### src/cki_pkg.sv
// ============================================================================
// cki_pkg
// Shared types and constants for the cyclic keyframe interpolator.
// ============================================================================
package cki_pkg;
    localparam int OP_W     = 2;
    localparam int KIDX_W   = 4;
    localparam int CH_W     = 5;
    localparam int VAL_W    = 32;
    localparam int TIN_W    = 24;
    localparam int KT_W     = 21;
    localparam int CFG_W    = 5;
    localparam int FRAC_W   = 16;
    localparam logic [KT_W-1:0] DAY_Q16 = KT_W'(1572864);

    typedef enum logic [OP_W-1:0] {
        OP_WR_TIME  = 2'd0,
        OP_WR_VALUE = 2'd1,
        OP_QUERY    = 2'd2,
        OP_NONE     = 2'd3
    } t_op;

    typedef struct packed {
        logic [OP_W-1:0]   operation;
        logic [KIDX_W-1:0] key_index;
        logic [CH_W-1:0]   channel_index;
        logic signed [VAL_W-1:0] value;
        logic signed [TIN_W-1:0] time_hours;
    } t_req;

    typedef struct packed {
        logic [CH_W-1:0]         out_channel;
        logic signed [VAL_W-1:0] out_value;
        logic                    last;
    } t_rsp;

    // controller -> datapath commands
    typedef struct packed {
        logic load_req;    // capture request, load time
        logic red_step;    // one reduction step
        logic seg_start;   // read key times of segment (address phase)
        logic seg_eval;    // evaluate segment
        logic div_start;
        logic div_step;
        logic ch_rd;       // issue reads for channel
        logic ch_mul;      // multiply stage
        logic ch_out;      // produce result
        logic wr_time;
        logic wr_value;
    } t_cmd;

    // datapath -> controller status
    typedef struct packed {
        logic red_done;
        logic seg_hit;
        logic seg_last;
        logic div_done;
        logic ch_last;
    } t_sts;
endpackage

### src/cki_ctrl.sv
// ============================================================================
// cki_ctrl
// Request sequencer: reduce time, then write, or for a query scan, divide and stream channel results.
// ============================================================================
module cki_ctrl (
    input  logic           i_clk,
    input  logic           i_rst_n,
    input  logic           i_valid,
    input  logic [1:0]     i_op,
    output logic           o_ready,
    output logic           o_valid,
    input  logic           i_ready,
    output cki_pkg::t_cmd  o_cmd,
    input  cki_pkg::t_sts  i_sts
);
    import cki_pkg::*;

    typedef enum logic [3:0] {
        S_IDLE, S_RED, S_SEG_RD, S_SEG, S_DIV, S_CH_RD, S_CH_MUL, S_CH_OUT, S_HOLD
    } t_state;

    t_state r_state;
    logic   r_valid;
    logic   r_last_ch;
    t_op    r_op;

    assign o_ready = (r_state == S_IDLE);
    assign o_valid = r_valid;

    always_comb begin
        o_cmd = '0;
        o_cmd.load_req  = (r_state == S_IDLE) && i_valid;
        o_cmd.red_step  = (r_state == S_RED) && !i_sts.red_done;
        o_cmd.wr_time   = (r_state == S_RED) && i_sts.red_done && (r_op == OP_WR_TIME);
        o_cmd.wr_value  = (r_state == S_RED) && (r_op == OP_WR_VALUE);
        o_cmd.seg_eval  = (r_state == S_SEG);
        o_cmd.div_step  = (r_state == S_DIV) && !i_sts.div_done;
        o_cmd.div_start = (r_state == S_DIV) && i_sts.div_done;
        o_cmd.ch_rd     = (r_state == S_CH_RD);
        o_cmd.ch_mul    = (r_state == S_CH_MUL);
        o_cmd.ch_out    = (r_state == S_CH_OUT);
    end

    always_ff @(posedge i_clk) begin
        if (!i_rst_n) begin
            r_state   <= S_IDLE;
            r_valid   <= 1'b0;
            r_last_ch <= 1'b0;
            r_op      <= OP_NONE;
        end else begin
            if (r_valid && i_ready) r_valid <= 1'b0;
            unique case (r_state)
                S_IDLE: begin
                    if (i_valid) begin
                        r_op    <= t_op'(i_op);
                        r_state <= S_RED;
                    end
                end
                S_RED: begin
                    if (i_sts.red_done) begin
                        r_state <= (r_op == OP_QUERY) ? S_SEG_RD : S_IDLE;
                    end
                end
                S_SEG_RD: r_state <= S_SEG;
                S_SEG: begin
                    if (i_sts.seg_hit || i_sts.seg_last) r_state <= S_DIV;
                    else r_state <= S_SEG_RD;
                end
                S_DIV: begin
                    if (i_sts.div_done) r_state <= S_CH_RD;
                end
                S_CH_RD: begin
                    r_last_ch <= i_sts.ch_last;
                    r_state   <= S_CH_MUL;
                end
                S_CH_MUL: r_state <= S_CH_OUT;
                S_CH_OUT: begin
                    r_valid <= 1'b1;
                    r_state <= S_HOLD;
                end
                S_HOLD: begin
                    if (i_ready) r_state <= r_last_ch ? S_IDLE : S_CH_RD;
                end
                default: r_state <= S_IDLE;
            endcase
        end
    end

`ifndef NO_ASSERTIONS
    a_out_only_hold: assert property (@(posedge i_clk) disable iff (!i_rst_n)
        r_valid |-> (r_state == S_HOLD)) else $error("result valid outside hold");
    a_no_accept_busy: assert property (@(posedge i_clk) disable iff (!i_rst_n)
        (r_state != S_IDLE) |-> !o_ready) else $error("ready while busy");
    a_single_cmd: assert property (@(posedge i_clk) disable iff (!i_rst_n)
        $onehot0({o_cmd.seg_eval, o_cmd.ch_rd, o_cmd.ch_mul, o_cmd.ch_out}))
        else $error("overlapping datapath commands");
`endif
endmodule

### config.mk
export PLATFORM = sky130hd
export DESIGN_NAME = cki_ctrl
export DESIGN_NICKNAME = d
export VERILOG_FILES = /design/src/cki_pkg.sv /design/src/cki_ctrl.sv
export SDC_FILE = /design/constraint.sdc
export NUM_CORES = 1
export LEC_CHECK = 0
export BUFFER_PORTS_ARGS = -buffer_cell sky130_fd_sc_hd__buf_2
export CAP_MARGIN = 20
export CORE_ASPECT_RATIO = 0.9
export CORE_MARGIN = 8
export CORE_UTILIZATION = 30
export DETAILED_ROUTE_END_ITERATION = 12
export SYNTH_ARGS = -nofsm -noshare
export SYNTH_HDL_FRONTEND = slang
export SYNTH_SLANG_ARGS = --single-unit
export TNS_END_PERCENT = 50
### constraint.sdc
create_clock -name i_clk -period 3.82 [get_ports i_clk]
set_input_delay 0.573 -clock i_clk [delete_from_list [all_inputs] [get_ports i_clk]]
set_output_delay 0.573 -clock i_clk [all_outputs]
set_load 0.005 [all_outputs]
==> results.cfg <==
[floorplan]
die_h_microns = 58.9
initial_core_util_pct = 32.0
io_pins = 24
core.rowCount = 15
core_sq_um = 1910
fp.dieArea_sq_um = 3750
die_w_microns = 63.7

[critical_path]
r2r-end = r_state[2]$_SDFFE_PN0P_
worstPathArrival_ps = 1650
r2r_cells = 3
worstSetupStartpointType = register
crit_path_end_kind = output pin
rrSetupSlack_ps = 2240
crit_required_ps = 3250
reg2reg_from = r_state[1]$_SDFFE_PN0P_
path_class = reg -> out
path_max_fanout = 17

[global_route]
grt_max_degree = 19
antenna_found_initial = 0
grt_usage_pct = 8.71
grt_pass1_vias = 560
overflow = 0
grt_pass1_wl_microns = 2590

[route]
wl_per_cell_microns = 13.1
vias = 569
drc_errors = 0
vias_per_cell = 4.99
wl_microns = 1490
drt-initial-drc-count = 14
antenna_left = 0
dr.pass1.iters = 2

[synth]
ys_ff_latch = 8
synth_edf_count = 0
synth_cells = 70
synth.avg_cell_area_sq_um = 8.76
synth_area_leaders = dfxtp_1, nor2_1, nand3_1, nor2b_1, buf_6
netlist_area_sq_um = 613
yosysTopAreaCell = dfxtp_1
async_flop_share_pct = 0
synth_ff_type = dfxtp_1
synth-seq-area-share_pct = 26.1
synth_top_area_share_pct = 26.1
ys_warn_count = 0
yosysUniqueCellTypes = 39
syn_nets = 81

[timing]
setup_viol = 0
rsz0062_at_grt = no
period_share_pct = 58.2
clock_skew_ps = 2.17
hold_violations = 0
setup_slack_ps = 1600
timing.hold.ws_ps = 474
slew_viol_final = 0
relSlewSlack_pct = 58.2
fin_crit_ps = 2220
max_freq_mhz = 450
tightest_slew_ps = 626
fin_tns_setup_ps = 0

[worst_hold_path]
hp-start = o_valid$_SDFFE_PN0P_
holdPathEnd = o_valid$_SDFFE_PN0P_
holdPathStages = 2
hp-class = reg -> reg

[pwr]
p_leak_nw = 0.317
ir_drop_mv = 0.165
cellPowerDensity_nw_per_um2 = 269
finalPower_uw = 196

[flow_run]
drv_cap = 0

[clock_network]
clk_latency_ps = 260
cts_buffers = 3
cts_tree = done
cts_resized = 0
cts.sinks = 8
postCtsHoldBufs = 0
clkSlewWorstSetupHoldPaths_ps = 50
post_cts_buffers = 0
root_buffer = clkbuf_4
clock_path_buffers = 2
htree_levels = 1

[layout]
finalNetCount = 102
layout-drive-gt1-share_pct = 41.6
layout_common_cells = buf_2, dfxtp_1, nor2_1
layout_commonest_cell = buf_2
stdcell_area_sq_um = 729
fin_util_pct = 38.1
layout.cells.non_filler = 114
synthToLayoutAreaGrowth_pct = 19.0
diodes = 0
fill_cells = 230

[placed_design]
dpl_cell_area_sq_um = 707
pre_cts_slack_ps = 1890
dp.cells = 111
port_buffers = 22
place_hpwl_microns = 1120
gp_congestion = 0.683

[run_status]
status = complete, no violations
## critical path, cell delays in order, from the launching register on
cell     delay (ps)
dfxtp_1         500
or4_4           650
nor2_1          110
buf_2           120
## flip-flops by register name, summed over array words and instances, names as in the netlist
signal and count:
r_state 4, r_op 2, o_valid 1, r_last_ch 1
## power breakdown
group          switching (mW)  leakage, nW  total, mW  internal, mW
Combinational          0.0173        0.238     0.0352        0.0179
Sequential            0.00559       0.0652     0.0923        0.0868
Clock                  0.0323       0.0138     0.0685        0.0362
## worst max-delay path by stage
stage	endpoint	cells past startpoint	slack (ps)	start
3_3_place_gp	o_cmd[6]	3	1930	r_state[2]$_SDFFE_PN0P_
5_1_grt	o_cmd[6]	3	1480	r_state[2]$_SDFFE_PN0P_
6_report	o_cmd[10]	3	1600	r_state[3]$_SDFFE_PN0P_
4_1_cts	o_cmd[6]	3	1590	r_state[2]$_SDFFE_PN0P_
3_5_place_dp	o_cmd[6]	3	1890	r_state[2]$_SDFFE_PN0P_
2_1_floorplan	o_cmd[10]	3	2180	r_state[1]$_SDFFE_PN0P_
## synthesized netlist by cell type, drive strengths merged, types with 2 or more instances
cell / number
dfxtp: 8
nor2: 7
buf: 6
nand3: 5
nor2b: 4
nor4: 4
inv: 3
o21ai: 3
a21boi: 2
nand2: 2
nand2b: 2
nor4b: 2
o41ai: 2
## logic make-up (layout without fill, tap and decap cells)
| logic type | count (synthesis) | after routing | synth area share, % |
|---|---|---|---|
| other | 1 | 1 | 0.612 |
| buffers and inverters | 10 | 29 | 10.4 |
| AOI/OAI and AO/OA | 14 | 14 | 21.0 |
| DFF | 8 | 8 | 26.1 |
| and+or+nand+nor | 35 | 35 | 37.8 |
| muxes | 2 | 2 | 4.08 |
## area by class of cell
type                    count  area (sq um)  share of cell area (%)
clock buffers               3          22.5                    3.09
inverters                   4          16.3                    2.23
multi-input cells          52           389                    53.3
flip-flops and latches      8           160                    22.0
well taps                  25          31.3                    4.29
repair buffers             22           110                    15.1
## metal layers
layer	routed length, microns	GRT usage [%]	vias up	part of all wire [%]
li1	-	-	296	-
met1	791	10.9	246	53
met2	524	10.5	22	35
met3	126	4.17	5	8.4
met4	51	7.62	0	3.4
met5	0	0	-	0
Power figures use the tool's default switching activity.
